### config.mk
export PLATFORM = sky130hd
export DESIGN_NAME = text_console_cursor_scroll
export DESIGN_NICKNAME = d
export VERILOG_FILES = /design/src/rtl/tccs_pkg.sv /design/src/rtl/tccs_front.sv /design/src/rtl/tccs_queue.sv /design/src/rtl/tccs_back.sv /design/src/rtl/text_console_cursor_scroll.sv
export SDC_FILE = /design/constraint.sdc
export NUM_CORES = 1
export LEC_CHECK = 0
export ABC_AREA = 1
export BUFFER_PORTS_ARGS = -buffer_cell sky130_fd_sc_hd__buf_4
export CORE_UTILIZATION = 50
export DETAILED_ROUTE_END_ITERATION = 8
export GPL_ROUTABILITY_DRIVEN = 0
export PLACE_DENSITY = 0.68
export SLEW_MARGIN = 5
export SYNTH_ARGS = -nofsm -noshare
export SYNTH_HDL_FRONTEND = slang
export SYNTH_SLANG_ARGS = --single-unit
### constraint.sdc
create_clock -name clk -period 11.35 [get_ports clk]
set_input_delay 0 -clock clk [delete_from_list [all_inputs] [get_ports clk]]
set_output_delay 0 -clock clk [all_outputs]
set_load 0.005 [all_outputs]
### src/rtl/tccs_pkg.sv
`default_nettype none
package tccs_pkg;

	localparam int CONSOLES     = 4;
	localparam int COLUMNS      = 80;
	localparam int SCREEN_CELLS = 2000;

	localparam int CONS_W   = 2;
	localparam int CHAR_W   = 8;
	localparam int ATTR_W   = 8;
	localparam int ADDR_W   = 14;
	localparam int REGION_W = 15;
	localparam int CIDX_W   = (CONSOLES > 1) ? $clog2(CONSOLES) : 1;
	// exact cell position: enough for CONSOLES * max region
	localparam int CELL_W   = REGION_W + CIDX_W;
	localparam int SUM_W    = CELL_W + 1;
	localparam int COL_W    = $clog2(COLUMNS);

	localparam int DATA_W   = 32;
	localparam int PADDR_W  = 3;
	localparam int REGIDX_W = 1;

	localparam int QUEUE_DEPTH = 2;
	localparam int QPTR_W      = (QUEUE_DEPTH > 1) ? $clog2(QUEUE_DEPTH) : 1;
	localparam int QCNT_W      = $clog2(QUEUE_DEPTH + 1);

	localparam logic [REGION_W-1:0] REGION_RESET = REGION_W'(4080);
	localparam logic [ATTR_W-1:0]   ATTR_RESET   = ATTR_W'(7);

	localparam logic [CHAR_W-1:0] CH_NEWLINE   = CHAR_W'(10);
	localparam logic [CHAR_W-1:0] CH_BACKSPACE = CHAR_W'(8);
	localparam logic [CHAR_W-1:0] CH_SPACE     = CHAR_W'(32);

	localparam logic [REGIDX_W-1:0] REG_REGION = REGIDX_W'(0);
	localparam logic [REGIDX_W-1:0] REG_ATTR   = REGIDX_W'(1);

	typedef enum logic [1:0] {
		MODE_PUT    = 2'd0,
		MODE_UP     = 2'd1,
		MODE_DOWN   = 2'd2,
		MODE_SELECT = 2'd3
	} mode_t;

	typedef enum logic [2:0] {
		OP_NOP,
		OP_PRINT,
		OP_NEWLINE,
		OP_BACKSPACE,
		OP_UP,
		OP_DOWN,
		OP_SELECT
	} op_t;

	typedef struct packed {
		op_t                op;
		logic [CONS_W-1:0]  console;
		logic [CHAR_W-1:0]  ch;
	} req_t;

	typedef struct packed {
		logic                rebase;
		logic [REGION_W-1:0] region;
		logic [ATTR_W-1:0]   attr;
	} cfg_t;

	function automatic logic [CELL_W-1:0] base_of(input int k,
			input logic [REGION_W-1:0] region);
		return CELL_W'(k) * CELL_W'(region);
	endfunction

endpackage
`default_nettype wire

### src/rtl/tccs_front.sv
`default_nettype none
module tccs_front (
	input  wire logic                         clk,
	input  wire logic                         arst_n,
	input  wire logic                         req_valid,
	output logic                              req_stall,
	input  wire logic [1:0]                   mode,
	input  wire logic [tccs_pkg::CONS_W-1:0]  console,
	input  wire logic [tccs_pkg::CHAR_W-1:0]  char_code,
	input  wire logic                         full,
	output logic                              push,
	output tccs_pkg::req_t                    push_req
);

	logic           valid_s1;
	tccs_pkg::req_t req_s1;
	tccs_pkg::req_t cls;
	logic           accept;

	assign req_stall = valid_s1 && full;
	assign accept    = req_valid && !req_stall;
	assign push      = valid_s1 && !full;
	assign push_req  = req_s1;

	// classify the request into one back-end operation
	always_comb begin
		cls.console = console;
		cls.ch      = char_code;
		case (tccs_pkg::mode_t'(mode))
			tccs_pkg::MODE_PUT: begin
				if (char_code == tccs_pkg::CH_NEWLINE)
					cls.op = tccs_pkg::OP_NEWLINE;
				else if (char_code == tccs_pkg::CH_BACKSPACE)
					cls.op = tccs_pkg::OP_BACKSPACE;
				else
					cls.op = tccs_pkg::OP_PRINT;
			end
			tccs_pkg::MODE_UP:     cls.op = tccs_pkg::OP_UP;
			tccs_pkg::MODE_DOWN:   cls.op = tccs_pkg::OP_DOWN;
			tccs_pkg::MODE_SELECT: cls.op = tccs_pkg::OP_SELECT;
			default:               cls.op = tccs_pkg::OP_NOP;
		endcase
		if (32'(console) >= tccs_pkg::CONSOLES)
			cls.op = tccs_pkg::OP_NOP;
	end

	always_ff @(posedge clk or negedge arst_n) begin
		if (!arst_n) begin
			valid_s1 <= 1'b0;
		end else if (accept) begin
			valid_s1 <= 1'b1;
		end else if (push) begin
			valid_s1 <= 1'b0;
		end
	end

	always_ff @(posedge clk) begin
		if (accept) begin
			req_s1 <= cls;
		end
	end

endmodule
`default_nettype wire

### src/rtl/tccs_queue.sv
`default_nettype none
module tccs_queue (
	input  wire logic            clk,
	input  wire logic            arst_n,
	input  wire logic            push,
	input  wire tccs_pkg::req_t  push_req,
	output logic                 full,
	input  wire logic            pop,
	output logic                 empty,
	output tccs_pkg::req_t       pop_req
);

	tccs_pkg::req_t                      entry_q [tccs_pkg::QUEUE_DEPTH];
	logic [tccs_pkg::QPTR_W-1:0]         wr_ptr_q;
	logic [tccs_pkg::QPTR_W-1:0]         rd_ptr_q;
	logic [tccs_pkg::QCNT_W-1:0]         count_q;
	logic                                do_push;
	logic                                do_pop;

	localparam logic [tccs_pkg::QPTR_W-1:0] LAST = tccs_pkg::QPTR_W'(tccs_pkg::QUEUE_DEPTH - 1);
	localparam logic [tccs_pkg::QCNT_W-1:0] FULL_CNT = tccs_pkg::QCNT_W'(tccs_pkg::QUEUE_DEPTH);

	assign full    = (count_q == FULL_CNT);
	assign empty   = (count_q == '0);
	assign do_push = push && !full;
	assign do_pop  = pop && !empty;
	assign pop_req = entry_q[rd_ptr_q];

	always_ff @(posedge clk or negedge arst_n) begin
		if (!arst_n) begin
			wr_ptr_q <= '0;
			rd_ptr_q <= '0;
			count_q  <= '0;
		end else begin
			if (do_push)
				wr_ptr_q <= (wr_ptr_q == LAST) ? '0 : wr_ptr_q + 1'b1;
			if (do_pop)
				rd_ptr_q <= (rd_ptr_q == LAST) ? '0 : rd_ptr_q + 1'b1;
			if (do_push && !do_pop)
				count_q <= count_q + 1'b1;
			else if (do_pop && !do_push)
				count_q <= count_q - 1'b1;
		end
	end

	always_ff @(posedge clk) begin
		if (do_push)
			entry_q[wr_ptr_q] <= push_req;
	end

endmodule
`default_nettype wire

### src/rtl/tccs_back.sv
`default_nettype none
module tccs_back (
	input  wire logic                         clk,
	input  wire logic                         arst_n,
	input  wire tccs_pkg::cfg_t               cfg,
	input  wire logic                         empty,
	input  wire tccs_pkg::req_t               pop_req,
	output logic                              pop,
	output logic                              rsp_valid,
	input  wire logic                         rsp_stall,
	output logic                              mem_write,
	output logic [tccs_pkg::ADDR_W-1:0]       mem_addr,
	output logic [tccs_pkg::CHAR_W-1:0]       mem_char,
	output logic [tccs_pkg::ATTR_W-1:0]       mem_attr,
	output logic                              crtc_update,
	output logic [tccs_pkg::ADDR_W-1:0]       cursor_pos,
	output logic [tccs_pkg::ADDR_W-1:0]       view_start
);

	localparam int CW = tccs_pkg::CELL_W;
	localparam int SW = tccs_pkg::SUM_W;
	localparam int NC = tccs_pkg::CONSOLES;
	localparam logic [SW-1:0] COLS_S   = SW'(tccs_pkg::COLUMNS);
	localparam logic [SW-1:0] SCREEN_S = SW'(tccs_pkg::SCREEN_CELLS);
	localparam logic [tccs_pkg::COL_W-1:0] COL_LAST = tccs_pkg::COL_W'(tccs_pkg::COLUMNS - 1);

	typedef enum logic [1:0] {
		ST_IDLE,
		ST_EXEC,
		ST_SCROLL,
		ST_EMIT
	} state_t;

	state_t                            state_q;
	tccs_pkg::req_t                    req_q;
	logic [CW-1:0]                     cursor_q [NC];
	logic [CW-1:0]                     view_q   [NC];
	logic [CW-1:0]                     base_q   [NC];
	logic [SW-1:0]                     limit_q  [NC];
	logic [tccs_pkg::COL_W-1:0]        col_q    [NC];
	logic [tccs_pkg::CIDX_W-1:0]       active_q;
	logic                              wr_q;
	logic [tccs_pkg::ADDR_W-1:0]       addr_q;
	logic [tccs_pkg::CHAR_W-1:0]       char_q;
	logic                              rsp_valid_q;
	logic                              mem_write_q;
	logic [tccs_pkg::ADDR_W-1:0]       mem_addr_q;
	logic [tccs_pkg::CHAR_W-1:0]       mem_char_q;
	logic [tccs_pkg::ATTR_W-1:0]       mem_attr_q;
	logic [tccs_pkg::ATTR_W-1:0]       attr_q;
	logic                              crtc_q;
	logic [tccs_pkg::ADDR_W-1:0]       cursor_pos_q;
	logic [tccs_pkg::ADDR_W-1:0]       view_start_q;

	logic [tccs_pkg::CIDX_W-1:0]       k;
	logic [CW-1:0]                     cur;
	logic [CW-1:0]                     view;
	logic [tccs_pkg::COL_W-1:0]        col;
	logic [SW-1:0]                     view_end;
	logic                              can_down;
	logic                              need_scroll;
	logic                              out_free;

	assign k           = req_q.console[tccs_pkg::CIDX_W-1:0];
	assign cur         = cursor_q[k];
	assign view        = view_q[k];
	assign col         = col_q[k];
	assign view_end    = SW'(view) + SCREEN_S;
	assign can_down    = view_end < limit_q[k];
	assign need_scroll = SW'(cur) >= view_end;
	assign out_free    = !rsp_valid_q || !rsp_stall;
	assign pop         = (state_q == ST_IDLE) && !empty;

	assign rsp_valid   = rsp_valid_q;
	assign mem_write   = mem_write_q;
	assign mem_addr    = mem_addr_q;
	assign mem_char    = mem_char_q;
	assign mem_attr    = mem_attr_q;
	assign crtc_update = crtc_q;
	assign cursor_pos  = cursor_pos_q;
	assign view_start  = view_start_q;

	always_ff @(posedge clk or negedge arst_n) begin
		if (!arst_n) begin
			state_q     <= ST_IDLE;
			active_q    <= '0;
			rsp_valid_q <= 1'b0;
			wr_q        <= 1'b0;
			for (int i = 0; i < NC; i++) begin
				cursor_q[i] <= tccs_pkg::base_of(i, tccs_pkg::REGION_RESET);
				view_q[i]   <= tccs_pkg::base_of(i, tccs_pkg::REGION_RESET);
				base_q[i]   <= tccs_pkg::base_of(i, tccs_pkg::REGION_RESET);
				limit_q[i]  <= SW'(tccs_pkg::base_of(i + 1, tccs_pkg::REGION_RESET));
				col_q[i]    <= '0;
			end
		end else begin
			// result taken; a new one from the emit state replaces it instead
			if (rsp_valid_q && !rsp_stall && (state_q != ST_EMIT))
				rsp_valid_q <= 1'b0;
			case (state_q)
				ST_IDLE: begin
					if (!empty) begin
						req_q   <= pop_req;
						state_q <= ST_EXEC;
					end
				end
				ST_EXEC: begin
					wr_q    <= 1'b0;
					addr_q  <= '0;
					char_q  <= '0;
					attr_q  <= cfg.attr;
					state_q <= ST_EMIT;
					case (req_q.op)
						tccs_pkg::OP_PRINT: begin
							if (SW'(cur) + SW'(1) < limit_q[k]) begin
								wr_q        <= 1'b1;
								addr_q      <= cur[tccs_pkg::ADDR_W-1:0];
								char_q      <= req_q.ch;
								cursor_q[k] <= cur + 1'b1;
								col_q[k]    <= (col == COL_LAST) ? '0 : col + 1'b1;
							end
							state_q <= ST_SCROLL;
						end
						tccs_pkg::OP_NEWLINE: begin
							if (SW'(cur) + COLS_S < limit_q[k]) begin
								cursor_q[k] <= CW'(SW'(cur) + COLS_S - SW'(col));
								col_q[k]    <= '0;
							end
							state_q <= ST_SCROLL;
						end
						tccs_pkg::OP_BACKSPACE: begin
							if (cur > base_q[k]) begin
								wr_q        <= 1'b1;
								addr_q      <= tccs_pkg::ADDR_W'(cur - 1'b1);
								char_q      <= tccs_pkg::CH_SPACE;
								cursor_q[k] <= cur - 1'b1;
								col_q[k]    <= (col == '0) ? COL_LAST : col - 1'b1;
							end
							state_q <= ST_SCROLL;
						end
						tccs_pkg::OP_UP: begin
							if (view > base_q[k])
								view_q[k] <= CW'(SW'(view) - COLS_S);
						end
						tccs_pkg::OP_DOWN: begin
							if (can_down)
								view_q[k] <= CW'(SW'(view) + COLS_S);
						end
						tccs_pkg::OP_SELECT: begin
							active_q <= k;
						end
						default: begin
						end
					endcase
				end
				ST_SCROLL: begin
					// one row per cycle until the cursor falls inside the view or the view reaches the region end
					if (need_scroll && can_down)
						view_q[k] <= CW'(SW'(view) + COLS_S);
					else
						state_q <= ST_EMIT;
				end
				ST_EMIT: begin
					if (out_free) begin
						rsp_valid_q  <= 1'b1;
						mem_write_q  <= wr_q;
						mem_addr_q   <= addr_q;
						mem_char_q   <= char_q;
						mem_attr_q   <= wr_q ? attr_q : '0;
						if ((req_q.op != tccs_pkg::OP_NOP) && (active_q == k)) begin
							crtc_q       <= 1'b1;
							cursor_pos_q <= cur[tccs_pkg::ADDR_W-1:0];
							view_start_q <= view[tccs_pkg::ADDR_W-1:0];
						end else begin
							crtc_q       <= 1'b0;
							cursor_pos_q <= '0;
							view_start_q <= '0;
						end
						state_q <= ST_IDLE;
					end
				end
				default: state_q <= ST_IDLE;
			endcase
			// region change: every console back to the start of its region
			if (cfg.rebase) begin
				for (int i = 0; i < NC; i++) begin
					cursor_q[i] <= tccs_pkg::base_of(i, cfg.region);
					view_q[i]   <= tccs_pkg::base_of(i, cfg.region);
					base_q[i]   <= tccs_pkg::base_of(i, cfg.region);
					limit_q[i]  <= SW'(tccs_pkg::base_of(i + 1, cfg.region));
					col_q[i]    <= '0;
				end
			end
		end
	end

endmodule
`default_nettype wire

### src/rtl/text_console_cursor_scroll.sv
// path: front register, queue, then the back end's idle, exec and emit states into the result register;
//   characters pass a scroll state between exec and emit that moves the view toward the cursor
// occupancy: the back end holds one request from idle until emit hands it on, and emit waits on rsp_stall;
//   it takes no new request before that, and the view scroll loop moves one row per cycle
// reset: arst_n clears the control state at once; cursors and views start at their region
//   base (region 4080 cells), attribute 7, console 0 active; no clearing pass
`default_nettype none
module text_console_cursor_scroll (
	input  wire logic                          clk,
	input  wire logic                          arst_n,
	// request channel
	input  wire logic                          req_valid,
	output logic                               req_stall,
	input  wire logic [1:0]                    mode,
	input  wire logic [tccs_pkg::CONS_W-1:0]   console,
	input  wire logic [tccs_pkg::CHAR_W-1:0]   char_code,
	// result channel
	output logic                               rsp_valid,
	input  wire logic                          rsp_stall,
	output logic                               mem_write,
	output logic [tccs_pkg::ADDR_W-1:0]        mem_addr,
	output logic [tccs_pkg::CHAR_W-1:0]        mem_char,
	output logic [tccs_pkg::ATTR_W-1:0]        mem_attr,
	output logic                               crtc_update,
	output logic [tccs_pkg::ADDR_W-1:0]        cursor_pos,
	output logic [tccs_pkg::ADDR_W-1:0]        view_start,
	// configuration port
	input  wire logic                          psel,
	input  wire logic                          penable,
	input  wire logic                          pwrite,
	input  wire logic [tccs_pkg::PADDR_W-1:0]  paddr,
	input  wire logic [tccs_pkg::DATA_W-1:0]   pwdata,
	output logic [tccs_pkg::DATA_W-1:0]        prdata,
	output logic                               pready
);

	logic [tccs_pkg::REGION_W-1:0]  region_q;
	logic [tccs_pkg::ATTR_W-1:0]    attr_q;
	logic [tccs_pkg::REGIDX_W-1:0]  reg_idx;
	logic                           wr_en;
	tccs_pkg::cfg_t                 cfg;

	logic                           push;
	tccs_pkg::req_t                 push_req;
	logic                           full;
	logic                           pop;
	logic                           empty;
	tccs_pkg::req_t                 pop_req;

	// register map: word 0 region size, word 1 character attribute
	assign pready  = 1'b1;
	assign reg_idx = paddr[2 +: tccs_pkg::REGIDX_W];
	assign wr_en   = psel && penable && pwrite && pready;

	always_comb begin
		case (reg_idx)
			tccs_pkg::REG_REGION: prdata = tccs_pkg::DATA_W'(region_q);
			tccs_pkg::REG_ATTR:   prdata = tccs_pkg::DATA_W'(attr_q);
			default:              prdata = '0;
		endcase
	end

	always_ff @(posedge clk or negedge arst_n) begin
		if (!arst_n) begin
			region_q <= tccs_pkg::REGION_RESET;
			attr_q   <= tccs_pkg::ATTR_RESET;
		end else if (wr_en) begin
			if (reg_idx == tccs_pkg::REG_REGION)
				region_q <= pwdata[tccs_pkg::REGION_W-1:0];
			if (reg_idx == tccs_pkg::REG_ATTR)
				attr_q <= pwdata[tccs_pkg::ATTR_W-1:0];
		end
	end

	// a region write rebases the console state in the same edge
	assign cfg.rebase = wr_en && (reg_idx == tccs_pkg::REG_REGION);
	assign cfg.region = pwdata[tccs_pkg::REGION_W-1:0];
	assign cfg.attr   = attr_q;

	// front: takes a request, decodes mode and character into an operation
	tccs_front u_front (
		.clk       (clk),
		.arst_n    (arst_n),
		.req_valid (req_valid),
		.req_stall (req_stall),
		.mode      (mode),
		.console   (console),
		.char_code (char_code),
		.full      (full),
		.push      (push),
		.push_req  (push_req)
	);

	// short queue decouples decode from execution
	tccs_queue u_queue (
		.clk      (clk),
		.arst_n   (arst_n),
		.push     (push),
		.push_req (push_req),
		.full     (full),
		.pop      (pop),
		.empty    (empty),
		.pop_req  (pop_req)
	);

	// back: per-console cursor and view state, scroll loop, result register
	tccs_back u_back (
		.clk         (clk),
		.arst_n      (arst_n),
		.cfg         (cfg),
		.empty       (empty),
		.pop_req     (pop_req),
		.pop         (pop),
		.rsp_valid   (rsp_valid),
		.rsp_stall   (rsp_stall),
		.mem_write   (mem_write),
		.mem_addr    (mem_addr),
		.mem_char    (mem_char),
		.mem_attr    (mem_attr),
		.crtc_update (crtc_update),
		.cursor_pos  (cursor_pos),
		.view_start  (view_start)
	);

endmodule
`default_nettype wire

### Word level (Yosys, flattened, before mapping)

Memory sizes are Yosys's and may differ from the RTL's. A register that Yosys moved wholly into a read port is not among the register bits.
Cells that the tools add are included.

| cells by class | value |
|---|---|
| reduce and logical (&&, ||, !) cells | 44 |
| bitwise operators | 5 |
| add/subtract/negate cells | 14 |
| multiplexer cells | 76 |
| equality and inequality tests | 28 |
| multiply operators | 1 |
| $lt $le $gt $ge | 8 |

Operator list:

| operator | count |
|---|---|
| 68-bit two-way mux | 9 |
| 68-bit bitwise mux | 5 |
| 68-bit case mux with 2 select lines | 2 |
| 68-bit case mux with 3 select lines | 1 |
| 28-bit two-way mux | 5 |
| 17-bit two-way mux | 7 |
| 17-bit binary-select mux with 2-bit select | 3 |
| 28-bit case mux with 3 select lines | 1 |
| 32-bit case mux with 2 select lines | 1 |
| 28-bit bitwise mux | 2 |
| 18-bit less-than comparator | 3 |
| 18-bit binary-select mux with 2-bit select | 1 |
| 18-bit two-way mux | 2 |
| 7-bit two-way mux | 5 |
| 17-bit demux with 2-bit select | 1 |
| 17-bit > comparator | 2 |
| 28-bit bitwise AND | 1 |
| 14-bit two-way mux | 2 |
| 28-bit inverter | 1 |
| 14-bit case mux with 2 select lines | 1 |
| 17-bit by 1-bit adder with 18-bit output, second input constant | 1 |
| 17-bit by 11-bit adder with 18-bit output, second input constant | 1 |
| 17-bit by 7-bit adder with 18-bit output, second input constant | 1 |
| 17-bit by 18-bit greater-or-equal comparator with 1-bit output | 1 |
| other kinds (50) | 117 |

| word-level totals | value |
|---|---|
| input port bits | 54 |
| memories kept | 1 |
| register bits | 333 |
| output and inout bits | 95 |
| word-level logic and storage cells | 214 |
| bits in writable memories | 26 |

Memory list:

| name | words | bits a word | rd ports | clocked after Yosys merged registers in | wr ports | line | RTL |
|---|---|---|---|---|---|---|---|
| u_queue.entry_q | 2 | 13 | 1 | 1 | 1 | tccs_queue.sv:13 | `tccs_pkg::req_t entry_q [tccs_pkg::QUEUE_DEPTH];` |

### Depth between registers and ports, before layout

| depth | value |
|---|---|
| depth after elaboration | 11 |
| gate-level depth with buffers | 35 |
| depth with buffers taken out | 32 |

### Hierarchy

From an unflattened synthesis, not the netlist that was laid out.

| unflattened totals | value |
|---|---|
| cell total of the unflattened synthesis | 3,712 |
| area, all modules | 26,340.3 sq um |

By module, submodules not included:

| module | instances | cells each | seq. area each (sq um) | area each (sq um) |
|---|---|---|---|---|
| tccs_back | 1 | 3,402 | 8,202.9 | 23,333.6 |
| text_console_cursor_scroll | 1 | 165 | 589.3 | 1,282.5 |
| tccs_queue | 1 | 99 | 880.8 | 1,178.6 |
| tccs_front | 1 | 46 | 415.4 | 545.5 |

### Worst setup path before layout

Ideal clock, no wire load.

| timing | value |
|---|---|
| path type | flip-flop to flip-flop |
| from | register u_back.req_q, in the netlist u_back.k[1] |
| to | register u_back.cursor_q[20] (netlist bit) |
| path slack | 7.297 ns |
| arrival time | 3.926 ns |
| cell stages (with the launch flop) | 34 |
| path buffers | 4 |
| required time | 11.223 ns |
| setup time | 0.127 ns |
| period minus slack after synthesis | 4.053 ns |
| cell sequence | edfxtp_1 -> buf_4 -> inv_2 -> buf_6 -> nand2_4 -> o21ai_0 -> nor2_1 -> inv_1 -> ha_1 -> nand2_1 -> nor2_1 -> nand2_1 -> nor2_1 -> xor2_1 -> inv_1 -> ha_1 -> nand4_1 -> a21oi_1 -> nor2_1 -> nand2_1 -> nand2_1 -> nand2_1 -> nand2_1 -> nand2_1 -> nand2_1 -> nand2_1 -> nand2_1 -> nand3_2 -> nand2_4 -> nand2_2 -> buf_4 -> buf_4 -> nand2_1 -> o21ai_0 |

| on the way | value |
|---|---|
| word-level cells in the longest chain between the ends | 11 |
| elaborated cells between the ends (all ways) | 39 |
| classes of those cells | add/sub: 5; order compare: 5; eq/ne: 3; mux: 23; bitwise: 1; reduce/logical: 2 |

RTL lines:

| what | line | RTL |
|---|---|---|
| start, declared | tccs_back.sv:35 | `tccs_pkg::req_t req_q;` |
| start signal, assigned | tccs_back.sv:103 | `req_q <= pop_req;` |
| 2-bit inverter with 3-bit output (implied by the code) (*) | tccs_back.sv:65 | `assign cur = cursor_q[k];` |
| 17-bit binary-select mux with 2-bit select (*) | tccs_back.sv:65 |  |
| 17-bit two-way mux (implied by the code) (*) (2 in a row) | tccs_back.sv:65 |  |
| via u_back.cur[1] | tccs_back.sv:56 | `logic [CW-1:0] cur;` |
| 17-bit by 7-bit adder with 18-bit output | tccs_back.sv:125 | `if (SW'(cur) + COLS_S < limit_q[k]) begin` |
| 17-bit by 7-bit subtractor with 17-bit output | tccs_back.sv:126 | `cursor_q[k] <= CW'(SW'(cur) + COLS_S - SW'(col));` |
| 68-bit bitwise mux | tccs_back.sv:126 |  |
| 68-bit two-way mux | tccs_back.sv:125 |  |
| 68-bit case mux with 3 select lines | tccs_back.sv:113 | `case (req_q.op)` |
| 68-bit two-way mux | tccs_back.sv:100 | `case (state_q)` |
| 68-bit two-way mux | tccs_back.sv:185 | `if (cfg.rebase) begin` |
| end signal, assigned by index | tccs_back.sv:119 | `cursor_q[k] <= cur + 1'b1;` |
| end signal, assigned by index | tccs_back.sv:126 |  |
| end signal, assigned by index | tccs_back.sv:187 | `cursor_q[i] <= tccs_pkg::base_of(i, cfg.region);` |
| end, declared | tccs_back.sv:36 | `logic [CW-1:0] cursor_q [NC];` |

Mark *: on every way through the listed nets, which the timed path passes. The rest lies on a longest branch. The select of a mux whose other input is x is not followed.
A chain may end at the register's enable or synchronous reset.

### Final worst setup path

| timing | value |
|---|---|
| from | register u_back.req_q, in the netlist u_back.k[1] |
| to | register u_back.cursor_q[14] (netlist bit) |

The elaborated chain is that of the path after synthesis.

==> summary.json <==
{
  "synth_edf_count": 142,
  "timing.clock.skew_ps": 31.6,
  "hpwlAfterDp_um": 64600,
  "failed_checks": "hold timing",
  "setup_ws_ps": 3270,
  "final_clock_period_utilization_by_the_worst_path_pct": 71.2,
  "fp.dieH_um": 226,
  "global_route.usage.total_pct": 36.8,
  "average_vias_per_placed_instance": 6.18,
  "clock.fmax_mhz": 124,
  "area_growth_synth_to_finish_pct": 11.7,
  "clock_sinks": 356,
  "fp.coreArea_mm2": 0.0492,
  "required_ps": 11850,
  "worst_r2r_startpoint": "u_back.k[1]$_DFFE_PP_",
  "syn-instance-count": 3452,
  "layout.nets": 3703,
  "r2r_cells": 32,
  "detailedRoute.firstPassIterationCount": 6,
  "wl_per_instance_um": 22.3,
  "pre_cts_ws_ps": 3690,
  "cts_buffer_depth": 3,
  "synth_top_area_share_pct": 17.0,
  "setup_viol_count_final": 0,
  "dpl-instance-area_mm2": 0.0262,
  "final_hold_viol_count": 13,
  "final_max_slew_viol_count": 0,
  "cpPeakStageDelay_ps": 810,
  "post_route_cells_drive_above_1_share_pct": 9.93,
  "cp_data_arrival_time_ps": 8580,
  "via_count_of_the_first_global_routing_pass": 24900,
  "start_kind": "flip-flop",
  "critical_path.most_common_cell": "nand2_1",
  "yosysWarningCount": 0,
  "netlist_area_mm2": 0.0251,
  "status": "complete, but fails checks",
  "grt_remaining_overflow": 0,
  "dr_total_vias": 26000,
  "portBuffers": 111,
  "maxCapViolations": 0,
  "fp-row-count": 81,
  "synthDominantAreaCellType": "edfxtp_1",
  "top_level_ports": 149,
  "power.leakage_nw": 13.3,
  "drt_iter0_markers": 3190,
  "finalNonFillerCells": 4210,
  "final.setup.tns_ps": 0,
  "ys_async_sr_fraction_pct": 60.1,
  "powerDensity_mw_per_mm2": 280,
  "synthDistinctLibCells": 62,
  "period_needed_ps": 8080,
  "clk_pin_slew_ps": 60,
  "yosys_most_used_dff": "dfrtp_1",
  "synth.ff_latch_count": 356,
  "grt_pass1_wl_um": 142000,
  "final_cell_area_mm2": 0.0280,
  "grt_start_max_net_pins": 135,
  "route.detailed.drc": 0,
  "synth.most_common_cell": "nand2_1",
  "timing.reg2reg.setup_slack_ps": 3270,
  "met1Wirelength_um": 34700,
  "library_cell_used_as_clock_root_buffer": "clkbuf_16",
  "slew_headroom_pct": 8.44,
  "initial_antenna_violation_count": 3,
  "hold_path.class": "in -> async",
  "tritoncts_clock_tree": "done",
  "avgSynthCellArea_um2": 7.26,
  "ctsHtreeMaxLevel": 2,
  "cts-buffers-inserted": 41,
  "cp_slowest_cell": "nand2_1",
  "initial_core_util_pct": 51.0,
  "crit-reg2reg-capture": "u_back.cursor_q[14]$_DFFE_PN0P_",
  "finalWirelength_um": 94000,
  "synth.cells.most_frequent": "nand2_1 (1071), o21ai_0 (342), inv_1 (308)",
  "timing.critical_path.to_type": "flip-flop",
  "highest-signal-layer": "met4",
  "critical_path.top_delay_family": "simple AND/OR/NAND/NOR gates",
  "total_die_area_mm2": 0.0510,
  "postCtsSetupBuffers": 0,
  "die_x_um": 226,
  "setup_repair_after_global_routing_missed_its_margin": "false",
  "met2_wirelength_um": 40400,
  "clock_network_latency_to_the_later_pin_of_the_worst_skew_pair_ps": 600,
  "final.hold.worst_slack_ps": -37.9,
  "met3_wirelength_um": 12300,
  "placed_cells": 4103,
  "synth-seq-area-share_pct": 38.7,
  "yosys-top-cells-area": "edfxtp_1 (17%), nand2_1 (16%), dfrtp_1 (15%), dfstp_2 (7.0%), o21ai_0 (6.8%)",
  "tightest_slew_ps": 1370,
  "ir_worst_vdd_mv": 0.133,
  "route.antenna.remaining_nets": 0,
  "crit_fanout": 34,
  "crit_type": "reg -> reg",
  "critical_path.n_buffers_inverters": 6
}
==> cell families after synthesis <==
group | count (synthesis) | synth area share [%]
mux | 5 | 0.225
fa+ha+maj | 137 | 6.90
other cells | 2 | 0.0300
xor+xnor | 47 | 1.64
flops | 356 | 38.7
buf+inv | 500 | 8.45
compound gates | 694 | 15.4
simple gates | 1711 | 28.6
==> sequential cells by signal, summed over array words and instances, names as in the netlist, 2 cells and up <==
name and count:
u_back.char_q 8, u_back.mem_addr 14, region_q 15, u_back.attr_q 8
u_back.cursor_q 68, u_back.view_start 14, u_back.cursor_pos 14, u_back.active_q 2
u_back.addr_q 14, u_queue.entry_q 26, u_back.view_q 68, u_back.mem_char 8
u_back.k 2, attr_q 8, u_back.base_q 16, u_queue.count_q 2
u_front.push_req 13, u_back.col_q 28, u_back.req_q 11, u_back.mem_attr 8
u_back.state_q 2
==> how the worst max path moves through the flow <==
stage | end | depth (start not counted) | from
floorplan | u_back.cursor_q[20]$_DFFE_PN0P_ | 33 | u_back.k[1]$_DFFE_PP_
global placement | u_back.col_q[1]$_DFFE_PN0P_ | 32 | u_back.k[1]$_DFFE_PP_
detailed placement | u_back.cursor_q[8]$_DFFE_PN1P_ | 32 | u_back.k[1]$_DFFE_PP_
CTS | u_back.cursor_q[8]$_DFFE_PN1P_ | 32 | u_back.k[1]$_DFFE_PP_
global route | u_back.cursor_q[21]$_DFFE_PN0P_ | 31 | u_back.k[1]$_DFFE_PP_
finish | u_back.cursor_q[14]$_DFFE_PN0P_ | 32 | u_back.k[1]$_DFFE_PP_
==> final cells by class <==
type | instances | area (µm²)
clock inverter | 17 | 324
multi-input combinational | 2612 | 13300
antenna | 1 | 2.50
clock buffer | 59 | 1130
fill | 4487 | 21200
timing repair buffer | 178 | 1440
tap | 664 | 831
sequential | 356 | 9700
inverter | 323 | 1210
==> repair_timing <==
item,in CTS,in global routing
gates resized for setup,0,0
hold buffers,30,0
setup endpoints to repair,0,0
endpoints found under the hold margin,123,0
==> power breakdown <==
| part | total [mW] | internal (mW) | leakage [nW] | switching [mW] |
|---|---|---|---|---|
| Sequential | 2.08 | 1.84 | 3.93 | 0.239 |
| Clock | 1.45 | 0.865 | 0.694 | 0.586 |
| Combinational | 4.30 | 1.24 | 8.67 | 3.06 |
==> placed cells by master, fill, tap and decap left out, types with 16 or more instances in the layout <==
cell type         n
nand2_1        1070
o21ai_0         342
inv_1           307
nor2_1          272
nand3_1         181
a21oi_1         167
dfrtp_1         147
buf_4           145
edfxtp_1        142
ha_1            135
nand4_1          97
dfstp_2          67
o22ai_1          54
clkbuf_16        41
xor2_1           40
dlygate4sd3_1    30
nor3_1           27
o21ai_1          25
o211ai_1         23
a221oi_1         20
conb_1           18
or2_2            16
==> per-stage QoR <==
step                      utilization, %  power [mW]
after floorplan                        -        4.91
after global placement              53.4        6.06
after detailed placement            53.4        6.20
after CTS                           57.0        7.68
after global routing                57.0        8.32
final                               57.0        7.83
==> layer usage <==
| layer | global-route usage [%] | vias to the layer above |
|---|---|---|
| met5 | 0 | - |
| met4 | 25.5 | 0 |
| met3 | 10.8 | 425 |
| met2 | 56.1 | 1834 |
| met1 | 44.8 | 12100 |
| li1 | - | 11700 |
(Power assumes the default switching activity.)
